`src/hdl/cior_pkg.sv`:
```
// ----------------------------------------------------------------------------
// cior_pkg
// Shared codes for the CPU I/O register window: request types, register
// offsets and sequencer states.
// ----------------------------------------------------------------------------
`default_nettype none

package cior_pkg;

    localparam int REQ_W  = 3;
    localparam int IDX_W  = 5;
    localparam int BYTE_W = 8;
    localparam int LINE_W = 9;
    localparam int WORD_W = 16;
    localparam int CNT_W  = 4;
    localparam int ST_W   = 3;

    localparam logic [REQ_W-1:0] REQ_READ   = 3'd0;
    localparam logic [REQ_W-1:0] REQ_WRITE  = 3'd1;
    localparam logic [REQ_W-1:0] REQ_LINE   = 3'd2;
    localparam logic [REQ_W-1:0] REQ_VBLANK = 3'd3;
    localparam logic [REQ_W-1:0] REQ_PAD    = 3'd4;

    localparam logic [IDX_W-1:0] WR_NMITIMEN = 5'h00;
    localparam logic [IDX_W-1:0] WR_WRIO     = 5'h01;
    localparam logic [IDX_W-1:0] WR_WRMPYA   = 5'h02;
    localparam logic [IDX_W-1:0] WR_WRMPYB   = 5'h03;
    localparam logic [IDX_W-1:0] WR_WRDIVL   = 5'h04;
    localparam logic [IDX_W-1:0] WR_WRDIVH   = 5'h05;
    localparam logic [IDX_W-1:0] WR_WRDIVB   = 5'h06;
    localparam logic [IDX_W-1:0] WR_HDMAEN   = 5'h0C;

    localparam logic [IDX_W-1:0] RD_RDNMI    = 5'h10;
    localparam logic [IDX_W-1:0] RD_TIMEUP   = 5'h11;
    localparam logic [IDX_W-1:0] RD_HVBJOY   = 5'h12;
    localparam logic [IDX_W-1:0] RD_RDDIVL   = 5'h14;
    localparam logic [IDX_W-1:0] RD_RDDIVH   = 5'h15;
    localparam logic [IDX_W-1:0] RD_RDMPYL   = 5'h16;
    localparam logic [IDX_W-1:0] RD_RDMPYH   = 5'h17;
    localparam logic [IDX_W-1:0] RD_JOY1L    = 5'h18;
    localparam logic [IDX_W-1:0] RD_JOY1H    = 5'h19;
    localparam logic [IDX_W-1:0] RD_JOY2L    = 5'h1A;
    localparam logic [IDX_W-1:0] RD_JOY2H    = 5'h1B;

    localparam logic [LINE_W-1:0] VBLANK_LINE = 9'd224;
    localparam logic [BYTE_W-1:0] FLAG_BIT7   = 8'h80;
    localparam logic [BYTE_W-1:0] NMI_VERSION = 8'h02;
    localparam logic [BYTE_W-1:0] IO_RESET    = 8'hFF;
    localparam logic [WORD_W-1:0] DIV_ZERO_Q  = 16'hFFFF;

    localparam logic [CNT_W-1:0] MUL_STEPS_M1 = 4'd7;
    localparam logic [CNT_W-1:0] DIV_STEPS_M1 = 4'd15;

    localparam logic [ST_W-1:0] ST_IDLE = 3'd0;
    localparam logic [ST_W-1:0] ST_MUL  = 3'd1;
    localparam logic [ST_W-1:0] ST_DIV  = 3'd2;
    localparam logic [ST_W-1:0] ST_DONE = 3'd3;

endpackage

`default_nettype wire

```
`src/hdl/cpu_io_math_registers.sv`:
```
// Reads, events and plain writes go straight to ST_DONE; a multiplier start first
// runs ST_MUL (one multiplier bit per cycle, 8 steps), a divide by nonzero ST_DIV
// (one quotient bit per cycle, 16 steps). One request at a time; a result waiting
// at the output does not hold up the next request, but that one waits in ST_DONE.
// Reset (synchronous, aresetn low) clears all but the payload, io port to 0xFF.
// ----------------------------------------------------------------------------
// cpu_io_math_registers
// CPU I/O register window with bit-serial 8x8 multiplier and 16/8 divider.
// ----------------------------------------------------------------------------
`default_nettype none

module cpu_io_math_registers
    import cior_pkg::*;
(
    input  wire logic              aclk,
    input  wire logic              aresetn,
    input  wire logic              s_valid,
    output logic                   s_ready,
    input  wire logic [REQ_W-1:0]  s_req_type,
    input  wire logic [IDX_W-1:0]  s_reg_index,
    input  wire logic [BYTE_W-1:0] s_write_data,
    input  wire logic [LINE_W-1:0] s_line_number,
    input  wire logic              s_pad_port,
    input  wire logic [WORD_W-1:0] s_pad_word,
    input  wire logic              s_irq_pending,
    output logic                   m_valid,
    input  wire logic              m_ready,
    output logic [BYTE_W-1:0]      m_read_data,
    output logic                   m_irq_clear,
    output logic [BYTE_W-1:0]      m_int_enable,
    output logic [BYTE_W-1:0]      m_io_port,
    output logic [BYTE_W-1:0]      m_hdma_enable
);

    logic [ST_W-1:0]   state_reg, state_next;
    logic [CNT_W-1:0]  cnt_reg, cnt_next;
    logic [BYTE_W-1:0] int_enable_reg, int_enable_next;
    logic [BYTE_W-1:0] io_port_reg, io_port_next;
    logic [BYTE_W-1:0] hdma_mask_reg, hdma_mask_next;
    logic [BYTE_W-1:0] mul_a_reg, mul_a_next;
    logic [WORD_W-1:0] result_reg, result_next;
    logic [WORD_W-1:0] dividend_reg, dividend_next;
    logic [BYTE_W-1:0] divisor_reg, divisor_next;
    logic [WORD_W-1:0] quotient_reg, quotient_next;
    logic [BYTE_W-1:0] rem_reg, rem_next;
    logic [LINE_W-1:0] line_reg, line_next;
    logic              vblank_reg, vblank_next;
    logic [WORD_W-1:0] pad0_reg, pad0_next;
    logic [WORD_W-1:0] pad1_reg, pad1_next;
    logic [BYTE_W-1:0] pend_rd_reg, pend_rd_next;
    logic              pend_clr_reg, pend_clr_next;
    logic              m_valid_reg, m_valid_next;
    logic [BYTE_W-1:0] m_rd_reg, m_rd_next;
    logic              m_clr_reg, m_clr_next;
    logic [BYTE_W-1:0] m_ie_reg, m_ie_next;
    logic [BYTE_W-1:0] m_io_reg, m_io_next;
    logic [BYTE_W-1:0] m_hdma_reg, m_hdma_next;

    logic              accept;
    logic              out_free;
    logic [BYTE_W:0]   mul_sum;
    logic [BYTE_W:0]   div_trial;
    logic [BYTE_W:0]   div_diff;
    logic              div_ge;
    logic [BYTE_W-1:0] rd_val;
    logic              rd_clr;

    assign s_ready       = (state_reg == ST_IDLE);
    assign accept        = s_valid && s_ready;
    assign out_free      = !m_valid_reg || m_ready;
    assign m_valid       = m_valid_reg;
    assign m_read_data   = m_rd_reg;
    assign m_irq_clear   = m_clr_reg;
    assign m_int_enable  = m_ie_reg;
    assign m_io_port     = m_io_reg;
    assign m_hdma_enable = m_hdma_reg;

    // one multiplier bit per step
    assign mul_sum = {1'b0, result_reg[WORD_W-1:BYTE_W]}
                   + (result_reg[0] ? {1'b0, mul_a_reg} : {(BYTE_W+1){1'b0}});

    // one quotient bit per step
    assign div_trial = {rem_reg, quotient_reg[WORD_W-1]};
    assign div_diff  = div_trial - {1'b0, divisor_reg};
    assign div_ge    = (div_trial >= {1'b0, divisor_reg});

    always_comb begin
        rd_val = '0;
        rd_clr = 1'b0;
        unique case (s_reg_index)
            RD_RDNMI:  rd_val = (vblank_reg ? FLAG_BIT7 : '0) | NMI_VERSION;
            RD_TIMEUP: begin
                rd_val = s_irq_pending ? FLAG_BIT7 : '0;
                rd_clr = 1'b1;
            end
            RD_HVBJOY: rd_val = (line_reg >= VBLANK_LINE) ? FLAG_BIT7 : '0;
            RD_RDDIVL: rd_val = quotient_reg[BYTE_W-1:0];
            RD_RDDIVH: rd_val = quotient_reg[WORD_W-1:BYTE_W];
            RD_RDMPYL: rd_val = result_reg[BYTE_W-1:0];
            RD_RDMPYH: rd_val = result_reg[WORD_W-1:BYTE_W];
            RD_JOY1L:  rd_val = pad0_reg[BYTE_W-1:0];
            RD_JOY1H:  rd_val = pad0_reg[WORD_W-1:BYTE_W];
            RD_JOY2L:  rd_val = pad1_reg[BYTE_W-1:0];
            RD_JOY2H:  rd_val = pad1_reg[WORD_W-1:BYTE_W];
            default:   rd_val = '0;
        endcase
    end

    always_comb begin
        state_next      = state_reg;
        cnt_next        = cnt_reg;
        int_enable_next = int_enable_reg;
        io_port_next    = io_port_reg;
        hdma_mask_next  = hdma_mask_reg;
        mul_a_next      = mul_a_reg;
        result_next     = result_reg;
        dividend_next   = dividend_reg;
        divisor_next    = divisor_reg;
        quotient_next   = quotient_reg;
        rem_next        = rem_reg;
        line_next       = line_reg;
        vblank_next     = vblank_reg;
        pad0_next       = pad0_reg;
        pad1_next       = pad1_reg;
        pend_rd_next    = pend_rd_reg;
        pend_clr_next   = pend_clr_reg;
        m_valid_next    = m_valid_reg;
        m_rd_next       = m_rd_reg;
        m_clr_next      = m_clr_reg;
        m_ie_next       = m_ie_reg;
        m_io_next       = m_io_reg;
        m_hdma_next     = m_hdma_reg;

        if (m_valid_reg && m_ready) begin
            m_valid_next = 1'b0;
        end

        unique case (state_reg)
            ST_IDLE: begin
                if (accept) begin
                    pend_rd_next  = '0;
                    pend_clr_next = 1'b0;
                    state_next    = ST_DONE;
                    unique case (s_req_type)
                        REQ_READ: begin
                            pend_rd_next  = rd_val;
                            pend_clr_next = rd_clr;
                            if (s_reg_index == RD_RDNMI) begin
                                vblank_next = 1'b0;
                            end
                        end
                        REQ_WRITE: begin
                            unique case (s_reg_index)
                                WR_NMITIMEN: int_enable_next = s_write_data;
                                WR_WRIO:     io_port_next    = s_write_data;
                                WR_WRMPYA:   mul_a_next      = s_write_data;
                                WR_WRMPYB: begin
                                    result_next = {{BYTE_W{1'b0}}, s_write_data};
                                    cnt_next    = MUL_STEPS_M1;
                                    state_next  = ST_MUL;
                                end
                                WR_WRDIVL: dividend_next[BYTE_W-1:0] = s_write_data;
                                WR_WRDIVH: dividend_next[WORD_W-1:BYTE_W] = s_write_data;
                                WR_WRDIVB: begin
                                    divisor_next = s_write_data;
                                    if (s_write_data == '0) begin
                                        quotient_next = DIV_ZERO_Q;
                                        result_next   = dividend_reg;
                                    end else begin
                                        quotient_next = dividend_reg;
                                        rem_next      = '0;
                                        cnt_next      = DIV_STEPS_M1;
                                        state_next    = ST_DIV;
                                    end
                                end
                                WR_HDMAEN: hdma_mask_next = s_write_data;
                                default: ;
                            endcase
                        end
                        REQ_LINE: begin
                            line_next = s_line_number;
                            if (s_line_number == '0) begin
                                vblank_next = 1'b0;
                            end
                        end
                        REQ_VBLANK: begin
                            vblank_next = 1'b1;
                            line_next   = VBLANK_LINE;
                        end
                        REQ_PAD: begin
                            if (s_pad_port) begin
                                pad1_next = s_pad_word;
                            end else begin
                                pad0_next = s_pad_word;
                            end
                        end
                        default: ;
                    endcase
                end
            end
            ST_MUL: begin
                result_next = {mul_sum, result_reg[BYTE_W-1:1]};
                cnt_next    = cnt_reg - 1'b1;
                if (cnt_reg == '0) begin
                    state_next = ST_DONE;
                end
            end
            ST_DIV: begin
                rem_next      = div_ge ? div_diff[BYTE_W-1:0] : div_trial[BYTE_W-1:0];
                quotient_next = {quotient_reg[WORD_W-2:0], div_ge};
                cnt_next      = cnt_reg - 1'b1;
                if (cnt_reg == '0) begin
                    result_next = {{BYTE_W{1'b0}},
                                   (div_ge ? div_diff[BYTE_W-1:0] : div_trial[BYTE_W-1:0])};
                    state_next  = ST_DONE;
                end
            end
            ST_DONE: begin
                if (out_free) begin
                    m_valid_next = 1'b1;
                    m_rd_next    = pend_rd_reg;
                    m_clr_next   = pend_clr_reg;
                    m_ie_next    = int_enable_reg;
                    m_io_next    = io_port_reg;
                    m_hdma_next  = hdma_mask_reg;
                    state_next   = ST_IDLE;
                end
            end
            default: state_next = ST_IDLE;
        endcase
    end

    always_ff @(posedge aclk) begin
        if (!aresetn) begin
            state_reg      <= ST_IDLE;
            cnt_reg        <= '0;
            int_enable_reg <= '0;
            io_port_reg    <= IO_RESET;
            hdma_mask_reg  <= '0;
            mul_a_reg      <= '0;
            result_reg     <= '0;
            dividend_reg   <= '0;
            divisor_reg    <= '0;
            quotient_reg   <= '0;
            rem_reg        <= '0;
            line_reg       <= '0;
            vblank_reg     <= 1'b0;
            pad0_reg       <= '0;
            pad1_reg       <= '0;
            m_valid_reg    <= 1'b0;
        end else begin
            state_reg      <= state_next;
            cnt_reg        <= cnt_next;
            int_enable_reg <= int_enable_next;
            io_port_reg    <= io_port_next;
            hdma_mask_reg  <= hdma_mask_next;
            mul_a_reg      <= mul_a_next;
            result_reg     <= result_next;
            dividend_reg   <= dividend_next;
            divisor_reg    <= divisor_next;
            quotient_reg   <= quotient_next;
            rem_reg        <= rem_next;
            line_reg       <= line_next;
            vblank_reg     <= vblank_next;
            pad0_reg       <= pad0_next;
            pad1_reg       <= pad1_next;
            m_valid_reg    <= m_valid_next;
        end
    end

    // result payload
    always_ff @(posedge aclk) begin
        pend_rd_reg  <= pend_rd_next;
        pend_clr_reg <= pend_clr_next;
        m_rd_reg     <= m_rd_next;
        m_clr_reg    <= m_clr_next;
        m_ie_reg     <= m_ie_next;
        m_io_reg     <= m_io_next;
        m_hdma_reg   <= m_hdma_next;
    end

endmodule

`default_nettype wire

```
`config.mk`:
```
export PLATFORM = sky130hd
export DESIGN_NAME = cpu_io_math_registers
export DESIGN_NICKNAME = d
export VERILOG_FILES = /design/src/hdl/cior_pkg.sv /design/src/hdl/cpu_io_math_registers.sv
export SDC_FILE = /design/constraint.sdc
export NUM_CORES = 1
export LEC_CHECK = 0
export ABC_CLOCK_PERIOD_IN_PS = 2300
export BUFFER_PORTS_ARGS = -buffer_cell sky130_fd_sc_hd__buf_2
export CAP_MARGIN = 10
export CELL_PAD_IN_SITES_DETAIL_PLACEMENT = 1
export CELL_PAD_IN_SITES_GLOBAL_PLACEMENT = 2
export CORE_ASPECT_RATIO = 1.4
export CORE_MARGIN = 2
export CORE_UTILIZATION = 34
export CTS_CLUSTER_DIAMETER = 100
export CTS_CLUSTER_SIZE = 25
export DETAILED_ROUTE_END_ITERATION = 8
export GPL_TIMING_DRIVEN = 0
export PLACE_DENSITY = 0.78
export SYNTH_ARGS = -nofsm -noshare
export SYNTH_HDL_FRONTEND = slang
export SYNTH_SLANG_ARGS = --single-unit
```
`constraint.sdc`:
```
create_clock -name aclk -period 2.3 [get_ports aclk]
set_input_delay 0.115 -clock aclk [delete_from_list [all_inputs] [get_ports aclk]]
set_output_delay 0.115 -clock aclk [all_outputs]
set_load 0.02 [all_outputs]
```
==> reports/qor.csv, run 1 <==
stage,metric,value,unit
status,status,completed,
cts,h-tree-depth,4,
min_path,min_path_type,in2reg,
logic_synthesis,syn_inst,884,
floorplan,start_util,34.7,%
timing,min_period,2220,ps
final_layout,syn_to_final_growth,24.5,%
logic_synthesis,syn_avg_cell_area,9.44,um2
final_layout,num-nets-final,1084,
floorplan,coreArea,24100,um2
timing,worstMarginPinSlew,1150,ps
final_layout,regArea,4080,um2
timing,hold_ws,11.0,ps
route,drtIter0Drc,392,
global_route,grt_start_max_net_pins,24,
final_layout,final_cell_area,10400,um2
route,drc,0,
worst_setup_path,startpoint_type,flop,
pwr,p_leak,3.93,nW
logic_synthesis,yosys.cell_types.count,69,
timing,maxSlewHeadroom,22.6,%
pwr,vdd_ir_drop_max,0.601,mV
timing,skew,10.1,ps
route,routed_wl,28.5,mm
cts,cts-root-buf,clkbuf_16,
worst_setup_path,slowest_stage,dfxtp_1,
logic_synthesis,ys_seq_elements,182,
worst_setup_path,worstPathRequired,2660,ps
global_route,grt_use_met2,40.6,%
worst_setup_path,cp.arrival,2590,ps
worst_setup_path,criticalPathCategory,reg2reg,
floorplan,dieWidth,136,um
timing,fmax,0.449,GHz
cts,cts.sinks,182,
placement,place_area,9130,um2
pwr,switching_share,34.5,%
global_route,top_usage_layer,met2,
floorplan,rows,67,
timing,hold_viol_final,0,
cts,clock_latency,450,ps
cts,clock_path_buffers,2,
run,max_cap_viol_count,0,
cts,clk_pin_slew,70,ps
placement,gp_congestion,0.870,
global_route,gr-usage-met1,26.2,%
worst_setup_path,crit_chain,inv_1 -> ha_1 -> a211oi_4 -> o31ai_4 -> buf_4 -> o21ai_0 -> o311ai_0 -> a31oi_1,
logic_synthesis,postSynthNetCount,955,
logic_synthesis,yosysWarnings,0,
timing,slew_violations,0,
timing,setup_viol,0,
route,ant_nets,0,
global_route,globalRouteTotalUtil,22.7,%
pwr,combinationalPowerShare,24.1,%
pwr,pwr-share-clk,32.2,%
route,first_pass_iters,6,
final_layout,multiInputGateArea,4270,um2
timing,fin_crit_sh,96.7,%
route,vias,7249,
cts,cts-buffers-inserted,17,
final_layout,diodes,0,
logic_synthesis,synth_edf_count,42,
placement,dp_hpwl,21.0,mm
floorplan,die_h,189,um
cts,cts_tree,yes,
global_route,grt_pass1_vias,7449,
logic_synthesis,mappedNetlistArea,8340,um2
pwr,p_int,5.79,mW
placement,portBuffers,72,
worst_setup_path,crit_fanout,5,
logic_synthesis,yosysSeqAreaShare,48.7,%
logic_synthesis,ys.flop_type,dfxtp_1,
pwr,power_density,851,nW/um2
global_route,antenna_found_initial,0,
pwr,p_seq_share,43.7,%
worst_setup_path,critPathCaptureType,flop,
pwr,p_switching,3.05,mW
floorplan,die_area,25800,um2
final_layout,drive_gt1_share,20.8,%
logic_synthesis,synth-async-reset-ratio,0,%
floorplan,io-pin-count,82,
global_route,grt_pass1_wl,43.5,mm
final_layout,fillers,2763,
route,post_drt_wl_per_cell,21.3,um
worst_setup_path,max_stage_delay,400,ps
route,vias_per_cell,5.43,
global_route,grtUsageMet3,3.21,%
global_route,overflow,0,
-- cell type report --
type                       count  share of cell area, %
multi-input combinational    626                   41.1
inverter                      26                  0.988
clock buffer                  18                   4.13
timing repair buffer         118                   7.53
buffer                        42                   2.02
sequential                   182                   39.3
clock inverter                14                   1.25
tap                          310                   3.73
-- repair_timing --
action                                  CTS  global route
gates cloned                              0             1
gates resized for setup                  43            42
pin swaps                                12            11
setup buffers                            12            13
endpoints found under the hold margin    35             0
hold buffers                             19             0
endpoints found under the setup margin  115            85
-- path summary, 6_finish.rpt --
| path | start | endpoint | slack (ps) | depth (start not counted) |
|---|---|---|---|---|
| worst max register to register | divisor_reg[7]$_SDFFE_PN0P_ | result_reg[0]$_SDFFE_PN0P_ | 80 | 8 |
| worst max-delay path | divisor_reg[7]$_SDFFE_PN0P_ | result_reg[0]$_SDFFE_PN0P_ | 80 | 8 |
| worst min register to register | pend_rd_reg[5]$_SDFFCE_PP0P_ | m_read_data[5]$_DFFE_PP_ | 420 | 0 |
| worst min-delay path | m_ready | m_valid$_SDFF_PN0_ | 10 | 4 |
-- synth_stat cells, types with 3 or more instances --
library cell / instances / area (um2)
a211oi_1: 4 / 30.0
a211oi_2: 3 / 37.5
a21o_1: 6 / 45.0
a21oi_1: 64 / 320
a22oi_1: 32 / 240
a31oi_1: 10 / 62.6
a41oi_1: 6 / 52.6
and2_1: 9 / 56.3
buf_2: 6 / 30.0
clkbuf_1: 41 / 154
dfxtp_1: 140 / 2800
edfxtp_1: 42 / 1260
ha_1: 22 / 275
inv_1: 24 / 90.1
mux2i_1: 73 / 731
nand2_1: 110 / 413
nand2b_1: 9 / 56.3
nand3_1: 17 / 85.1
nand3b_1: 4 / 30.0
nand4_1: 6 / 37.5
nor2_1: 106 / 398
nor2_2: 3 / 18.8
nor2b_1: 6 / 37.5
nor3_1: 12 / 60.1
nor3b_1: 3 / 22.5
nor4_1: 5 / 31.3
o211ai_1: 4 / 30.0
o21a_1: 7 / 52.6
o21ai_0: 32 / 160
o221ai_1: 15 / 131
o22ai_1: 4 / 25.0
o31ai_1: 5 / 37.5
or2_2: 3 / 18.8
xnor2_1: 4 / 35.0
xor2_1: 3 / 26.3
-- critical path: cells and delay by family, from the launching register on --
kind | cells | cell delay (ps)
adder cells (fa/ha/maj) | 1 | 370
AO/OA/AOI/OAI | 5 | 1150
buffers and inverters | 2 | 230
flip-flops | 1 | 400
-- cells in the final DEF (no fill, tap or decap), types with 5 or more instances in the layout --
| cell | netlist | layout |
|---|---|---|
| buf_2 | 6 | 77 |
| ha_1 | 22 | 14 |
| nand2b_1 | 9 | 7 |
| inv_1 | 24 | 21 |
| and2_1 | 9 | 8 |
| inv_6 | 0 | 7 |
| clkbuf_1 | 41 | 27 |
| buf_4 | 1 | 24 |
| o21ai_0 | 32 | 28 |
| mux2i_1 | 73 | 70 |
| clkbuf_16 | 0 | 17 |
| nor3_1 | 12 | 12 |
| nand2_1 | 110 | 107 |
| a22oi_1 | 32 | 32 |
| edfxtp_1 | 42 | 42 |
| nand4_1 | 6 | 6 |
| o21a_1 | 7 | 6 |
| dfxtp_2 | 0 | 6 |
| dfxtp_1 | 140 | 132 |
| nor2_1 | 106 | 102 |
| a21oi_1 | 64 | 61 |
| a31oi_1 | 10 | 10 |
| dlygate4sd3_1 | 0 | 19 |
| nand3_1 | 17 | 16 |
| o221ai_1 | 15 | 15 |
| a41oi_1 | 6 | 6 |
| ha_4 | 0 | 5 |
-- per-stage QoR --
step / setup TNS (ps) / setup WS, ps / util [%] / instances / total power, mW
2_1_floorplan: 0 / 48.2 / - / 884 / 5.12
3_3_place_gp: -24090 / -347 / 37.8 / 1266 / 5.84
3_5_place_dp: -22930 / -371 / 37.9 / 1267 / 5.89
4_1_cts: -907 / -118 / 42.2 / 1326 / 8.84
5_1_grt: -28.7 / -17.1 / 43.2 / 1336 / 9.25
6_report: 0 / 75.1 / 43.2 / 1336 / 8.84
-- power groups by stage --
stage | clock network, mW | registers, mW | logic [mW]
floorplan | 0 | 3.84 | 1.29
detailed placement | 0 | 3.93 | 1.96
global route | 3.02 | 3.91 | 2.32
finish | 2.85 | 3.87 | 2.13
global placement | 0 | 3.93 | 1.91
CTS | 2.90 | 3.87 | 2.08
-- routing by layer --
metal	vias to the layer above	part of all wire, %
met5	-	0
met4	0	4.2
met3	54	3.1
met2	150	53
met1	3596	40
li1	3449	-
-- cell families after synthesis --
group	after synthesis	synth area share [%]
adder cells (fa/ha/maj)	24	3.78
flip-flops	182	48.7
buffers and inverters	76	3.73
XOR/XNOR	7	0.735
AND/OR/NAND/NOR	309	16.9
multiplexers	74	8.89
AO/OA/AOI/OAI	212	17.2
No activity file was read; power rests on OpenSTA's default activity.
==> run 2, diff against run 1 <==
==> constraint.sdc (replaced) <==
create_clock -name aclk -period 2.3 [get_ports aclk]
set_input_delay 0.345 -clock aclk [delete_from_list [all_inputs] [get_ports aclk]]
set_output_delay 0.345 -clock aclk [all_outputs]
set_load 0.02 [all_outputs]
==> reports/qor.csv, run 2 (same netlist as run 1, synthesis figures left out) <==
stage,metric,value,unit,change
worst_setup_path,worstPathRequired,2670,ps,was 2660 ps
global_route,grt_pass1_wl,42.9,mm,was 43.5 mm
pwr,vdd_ir_drop_max,0.603,mV,was 0.601 mV
timing,worstMarginPinSlew,916,ps,was 1150 ps
status,status,completed,,unchanged
pwr,p_leak,3.86,nW,was 3.93 nW
timing,maxSlewHeadroom,38.7,%,was 22.6%
floorplan,start_util,34.7,%,unchanged
final_layout,fillers,2760,,was 2763
final_layout,mostFrequentLayoutCells,"129 x dfxtp_1, 107 x nand2_1, 102 x nor2_1",,"was 132 x dfxtp_1, 107 x nand2_1, 102 x nor2_1"
route,post_drt_wl_per_cell,21.5,um,was 21.3 um
timing,hold_viol_final,0,,unchanged
worst_setup_path,crit_fanout,5,,unchanged
global_route,globalRouteTotalUtil,22.4,%,was 22.7%
route,routed_wl,28.4,mm,was 28.5 mm
route,drc,0,,unchanged
global_route,grt_start_max_net_pins,24,,unchanged
global_route,overflow,0,,unchanged
route,first_pass_iters,5,,was 6
timing,setup_viol,0,,unchanged
placement,dp_hpwl,21.0,mm,unchanged
final_layout,drive_gt1_share,22.2,%,was 20.8%
global_route,grt_pass1_vias,7346,,was 7449
timing,min_period,2270,ps,was 2220 ps
final_layout,diodes,0,,unchanged
min_path,min_path_type,in2reg,,unchanged
floorplan,die_area,25800,um2,unchanged
placement,gp_congestion,0.870,,unchanged
pwr,power_density,863,nW/um2,was 851 nW/um2
cts,clock_latency,450,ps,about the same
worst_setup_path,criticalPathCategory,reg2reg,,unchanged
floorplan,io-pin-count,82,,unchanged
final_layout,post-route-util,42.5,%,was 43.2%
worst_setup_path,cp.arrival,2640,ps,was 2590 ps
cts,cts_hold_buf,0,,was 19
cts,cts-buffers-inserted,17,,unchanged
cts,cts-root-buf,clkbuf_16,,unchanged
final_layout,num-nets-final,1068,,was 1084
cts,cts_tree,yes,,unchanged
worst_setup_path,startpoint_type,flop,,unchanged
placement,pre_cts_ws,-448,ps,was -371 ps
placement,portBuffers,72,,unchanged
cts,clk_pin_slew,70,ps,about the same
floorplan,die_h,189,um,unchanged
cts,clock_path_buffers,2,,unchanged
floorplan,dieWidth,136,um,unchanged
cts,h-tree-depth,4,,unchanged
cts,cts.sinks,182,,unchanged
route,drtIter0Drc,396,,was 392
route,vias,7198,,was 7249
pwr,power,8.83,mW,was 8.84 mW
timing,slew_violations,0,,unchanged
route,ant_nets,0,,unchanged
timing,hold_ws,144,ps,was 11.0 ps
timing,setup_ws,31.4,ps,was 75.1 ps
timing,fmax,0.441,GHz,was 0.449 GHz
timing,skew,9.68,ps,was 10.1 ps
worst_setup_path,critPathCaptureType,flop,,unchanged
timing,fin_crit_sh,98.6,%,was 96.7%
final_layout,final_common_cell,dfxtp_1,,unchanged
run,max_cap_viol_count,0,,unchanged
final_layout,syn_to_final_growth,22.6,%,was 24.5%
route,vias_per_cell,5.45,,was 5.43
global_route,antenna_found_initial,0,,unchanged
timing,rsz0062_at_grt,true,,
floorplan,coreArea,24100,um2,unchanged
floorplan,rows,67,,unchanged
-- run 2: cell count changes in the layout (fill, tap and decap cells not counted), sizes merged --
cell,previous run,this run
buf,107,110
dlygate4sd3,19,0
-- run 2: layout make-up --
type / count / area [um2] / area share [%]
Tap cell: 310 / 388 / 3.79
Timing Repair Buffer: 101 / 607 / 5.93
Buffer: 43 / 215 / 2.10
Inverter: 26 / 103 / 1.00
Clock inverter: 14 / 130 / 1.27
Sequential cell: 182 / 4080 / 39.9
Multi-Input combinational cell: 626 / 4280 / 41.8
Clock buffer: 18 / 429 / 4.19
-- run 2: through the flow --
| stage | cell area [um2] | std cells | TNS, ps |
|---|---|---|---|
| floorplan | 8350 | 884 | 0 |
| global placement | 9100 | 1266 | -29410 |
| detailed placement | 9130 | 1267 | -28090 |
| CTS | 9970 | 1307 | -907 |
| global route | 10200 | 1320 | -387 |
| finish | 10200 | 1320 | 0 |
-- run 2: layer usage --
metal / wire [um] / track usage, %
met1: 11300 / 26.0
met2: 14700 / 39.8
met3: 955 / 3.19
met5: 0 / 0
met4: 1360 / 11.1
-- run 2: power by group --
group	switching (mW)	internal (mW)
logic	1.36	0.756
registers	0.289	3.58
clock network	1.41	1.44
total	3.05	5.77
-- run 2: worst max-delay path: stages (launching register included) --
cell       delay, ps
dfxtp_1          330
inv_1             70
ha_4             290
nand3_4           70
o21bai_4         190
a2111oi_4        530
nor2_4            70
buf_4            180
a211o_1          320
a21oi_1          140
-- run 2: final timing paths --
path	startpoint	endpoint	slack, ps	cells past startpoint
setup / recovery	divisor_reg[2]$_SDFFE_PN0P_	quotient_reg[0]$_SDFFE_PN0P_	30	9
setup reg to reg	divisor_reg[2]$_SDFFE_PN0P_	quotient_reg[0]$_SDFFE_PN0P_	30	9
hold / removal	s_pad_word[12]	pad0_reg[12]$_SDFFE_PN0P_	140	3
hold reg to reg	pend_rd_reg[5]$_SDFFCE_PP0P_	m_read_data[5]$_DFFE_PP_	420	0
-- run 2: what timing repair did --
item                                    in CTS  in global routing
setup buffers                               12                 15
pin swaps                                   12                 13
endpoints found under the setup margin     115                 84
resized for setup                           44                 51
gates cloned                                 0                  1
==> run 3, diff against run 2 <==
ABC_AREA = 1   (was unset)
CORE_UTILIZATION = 32   (was 34)
==> reports/qor.csv, run 3 <==
stage,metric,value,unit,change
logic_synthesis,yosys.cell_types.count,47,,was 69
logic_synthesis,synth_edf_count,42,,unchanged
timing,hold_ws,144,ps,about the same
pwr,power,10.5,mW,was 8.83 mW
final_layout,stdcell_count,1529,,was 1320
timing,fin_crit_sh,93.5,%,was 98.6%
placement,gp_congestion,0.855,,was 0.870
timing,min_period,2150,ps,was 2270 ps
route,post_drt_wl_per_cell,19.5,um,was 21.5 um
pwr,pwr-share-clk,29.0,%,was 32.2%
cts,h-tree-depth,4,,unchanged
cts,cts_tree,yes,,unchanged
worst_setup_path,criticalPathCategory,reg2reg,,unchanged
timing,hold_viol_final,0,,unchanged
floorplan,io-pin-count,82,,unchanged
logic_synthesis,mappedNetlistArea,8560,um2,was 8340 um2
pwr,combinationalPowerShare,33.8,%,was 23.9%
route,first_pass_iters,4,,was 5
worst_setup_path,worstPathRequired,2700,ps,was 2670 ps
logic_synthesis,yosysSeqAreaShare,47.5,%,was 48.7%
cts,clk_pin_slew,80,ps,was 70 ps
global_route,globalRouteTotalUtil,21.8,%,was 22.4%
floorplan,start_util,32.7,%,was 34.7%
cts,cts.sinks,182,,unchanged
timing,rsz0062_at_grt,true,,unchanged
floorplan,coreArea,26200,um2,was 24100 um2
global_route,antenna_found_initial,0,,unchanged
floorplan,dieWidth,142,um,was 136 um
cts,cts_hold_buf,0,,unchanged
final_layout,fillers,3258,,was 2760
floorplan,rows,70,,was 67
logic_synthesis,yosysWarnings,0,,unchanged
route,vias_per_cell,5.15,,was 5.45
placement,portBuffers,80,,was 72
logic_synthesis,yosys.area.top_type_share,32.7,%,was 33.6%
logic_synthesis,synth_area_leader_cell,dfxtp_1,,unchanged
pwr,p_seq_share,37.2,%,was 43.9%
global_route,grt_pass1_wl,46.0,mm,was 42.9 mm
global_route,grt_start_max_net_pins,21,,was 24
worst_setup_path,ff2ff_path_depth,10,,was 9
min_path,min_path_cells,3,,unchanged
pwr,switching_share,39.6,%,was 34.6%
worst_setup_path,reg2reg_slack,150,ps,was 30 ps
logic_synthesis,postSynthNetCount,1160,,was 955
worst_setup_path,startpoint_type,flop,,unchanged
min_path,holdPathEnd,line_reg[8]$_SDFFE_PN0P_,,was pad0_reg[12]$_SDFFE_PN0P_
logic_synthesis,ys.flop_type,dfxtp_1,,unchanged
logic_synthesis,synth_area_leaders,"dfxtp_1 33%, edfxtp_1 15%, a21oi_1 7.9%",,"was dfxtp_1 34%, edfxtp_1 15%, mux2i_1 8.8%"
worst_setup_path,critPathCaptureType,flop,,unchanged
final_layout,multiInputGateArea,3790,um2,was 4280 um2
worst_setup_path,r2r-start,state_reg[0]$_SDFFE_PN0P_,,was divisor_reg[2]$_SDFFE_PN0P_
min_path,min_path_type,in2reg,,unchanged
timing,slew_violations,0,,unchanged
pwr,p_switching,4.17,mW,was 3.05 mW
cts,clock_path_buffers,2,,unchanged
timing,fmax,0.465,GHz,was 0.441 GHz
final_layout,syn_to_final_growth,18.3,%,was 22.6%
cts,clock_latency,460,ps,was 450 ps
final_layout,drive_gt1_share,14.4,%,was 22.2%
logic_synthesis,syn_inst,1089,,was 884
final_layout,mostFrequentLayoutCells,"179 x nand2_1, 139 x dfxtp_1, 133 x inv_1, 133 x a21oi_1, 126 x o21ai_0",,"was 129 x dfxtp_1, 107 x nand2_1, 102 x nor2_1"
floorplan,die_h,198,um,was 189 um
final_layout,regArea,4070,um2,was 4080 um2
route,drc,0,,unchanged
placement,placedCellCount,1494,,was 1267
logic_synthesis,syn_avg_cell_area,7.86,um2,was 9.44 um2
final_layout,diodes,0,,unchanged
global_route,overflow,0,,unchanged
timing,tns,0,ps,unchanged
worst_setup_path,cp.arrival,2550,ps,was 2640 ps
timing,worstMarginPinSlew,750,ps,was 916 ps
timing,setup_viol,0,,unchanged
final_layout,post-route-util,38.7,%,was 42.5%
min_path,min_from,s_line_number[8],,was s_pad_word[12]
placement,dp_hpwl,23.2,mm,was 21.0 mm
logic_synthesis,synth_commonest_cells,"179 x nand2_1, 140 x dfxtp_1, 135 x a21oi_1",,"was 140 x dfxtp_1, 110 x nand2_1, 106 x nor2_1"
floorplan,die_area,28100,um2,was 25800 um2
pwr,p_leak,4.18,nW,was 3.86 nW
run,max_cap_viol_count,0,,unchanged
final_layout,num-nets-final,1263,,was 1068
route,ant_nets,0,,unchanged
cts,cts-root-buf,clkbuf_16,,unchanged
route,drtIter0Drc,309,,was 396
final_layout,final_common_cell,nand2_1,,was dfxtp_1
status,status,completed,,unchanged
route,vias,7879,,was 7198
route,routed_wl,29.8,mm,was 28.4 mm
pwr,p_int,6.36,mW,was 5.77 mW
pwr,vdd_ir_drop_max,0.952,mV,was 0.603 mV
worst_setup_path,crit_fanout,13,,was 5
cts,cts-buffers-inserted,17,,unchanged
logic_synthesis,ys_seq_elements,182,,unchanged
logic_synthesis,synth-async-reset-ratio,0,%,unchanged
global_route,grt_pass1_vias,8114,,was 7346
worst_setup_path,reg2reg_to,hdma_mask_reg[5]$_SDFFE_PN0P_,,was quotient_reg[0]$_SDFFE_PN0P_
timing,maxSlewHeadroom,49.9,%,was 38.7%
timing,skew,11.0,ps,was 9.68 ps
pwr,power_density,1040,nW/um2,was 863 nW/um2
logic_synthesis,yosysMostFrequentCell,nand2_1,,was dfxtp_1
-- run 3: cell types whose count changed after synthesis, moves of 14 or more --
cell,previous run,this run
o221ai_1,15,1
a21oi_1,64,135
nand2_1,110,179
a22oi_1,32,3
o21ai_0,32,127
o211ai_1,4,27
mux2i_1,73,0
nand3_1,17,50
nor2_1,106,78
inv_1,24,133
-- run 3: cells by family after synthesis --
logic type	synth area share [%]
AND/OR/NAND/NOR	18.2
XOR/XNOR	0.409
buffers and inverters	8.77
AO/OA/AOI/OAI	21.4
adder cells (fa/ha/maj)	3.68
flip-flops	47.5
-- run 3: timing repair --
item                                    CTS  global route
pin swaps                                 2             2
resized for setup                         6            16
setup buffers                             5             2
endpoints found under the setup margin   62            46
-- run 3: power groups by stage --
stage / clock network (mW) / logic [mW] / registers [mW]
after floorplan: 0 / 2.29 / 3.90
after global placement: 0 / 3.32 / 3.96
after detailed placement: 0 / 3.39 / 3.96
after CTS: 3.10 / 3.55 / 3.91
after global routing: 3.21 / 4.04 / 3.95
final: 3.05 / 3.56 / 3.91
-- run 3: final cells by class --
| cell class | instances | area share [%] |
|---|---|---|
| clock buffer | 19 | 4.49 |
| timing repair buffer | 88 | 4.99 |
| inverter | 146 | 5.46 |
| tap | 324 | 4.00 |
| buffer | 41 | 1.96 |
| sequential | 182 | 40.2 |
| clock inverter | 13 | 1.50 |
| multi-input combinational | 716 | 37.4 |
-- run 3: routing by layer --
| metal | up-vias | part of all wire (%) | GRT usage, % |
|---|---|---|---|
| met5 | - | 0 | 0 |
| met4 | 0 | 2.3 | 7.15 |
| met3 | 34 | 2.1 | 2.52 |
| met2 | 113 | 55 | 42.5 |
| met1 | 3848 | 41 | 24.2 |
| li1 | 3884 | - | - |
-- run 3: how the worst max path moves through the flow --
stage	start	end	slack [ps]	cells after the start
floorplan	state_reg[0]$_SDFFE_PN0P_	dividend_reg[13]$_SDFFE_PN0P_	270	10
finish	state_reg[0]$_SDFFE_PN0P_	hdma_mask_reg[5]$_SDFFE_PN0P_	150	10
global placement	state_reg[0]$_SDFFE_PN0P_	m_read_data[0]$_DFFE_PP_	-370	3
CTS	state_reg[0]$_SDFFE_PN0P_	hdma_mask_reg[5]$_SDFFE_PN0P_	7	10
global route	state_reg[0]$_SDFFE_PN0P_	mul_a_reg[6]$_SDFFE_PN0P_	-1	11
detailed placement	state_reg[0]$_SDFFE_PN0P_	hdma_mask_reg[5]$_SDFFE_PN0P_	-300	9
-- run 3: per-stage QoR --
stage | area, um2 | setup slack, ps
global route | 10100 | -1.01
finish | 10100 | 149
floorplan | 8560 | 268
detailed placement | 9400 | -296
CTS | 10100 | 6.51
global placement | 9370 | -368
-- run 3: critical path, stage by stage, from the launching register on --
cell and delay (ps):
dfxtp_1 360, inv_1 130, ha_4 210, nand2_2 100, clkinv_4 150, nand4_4 220, nor4_4 310, buf_4 210
buf_4 180, o21ai_1 70, a21oi_1 140
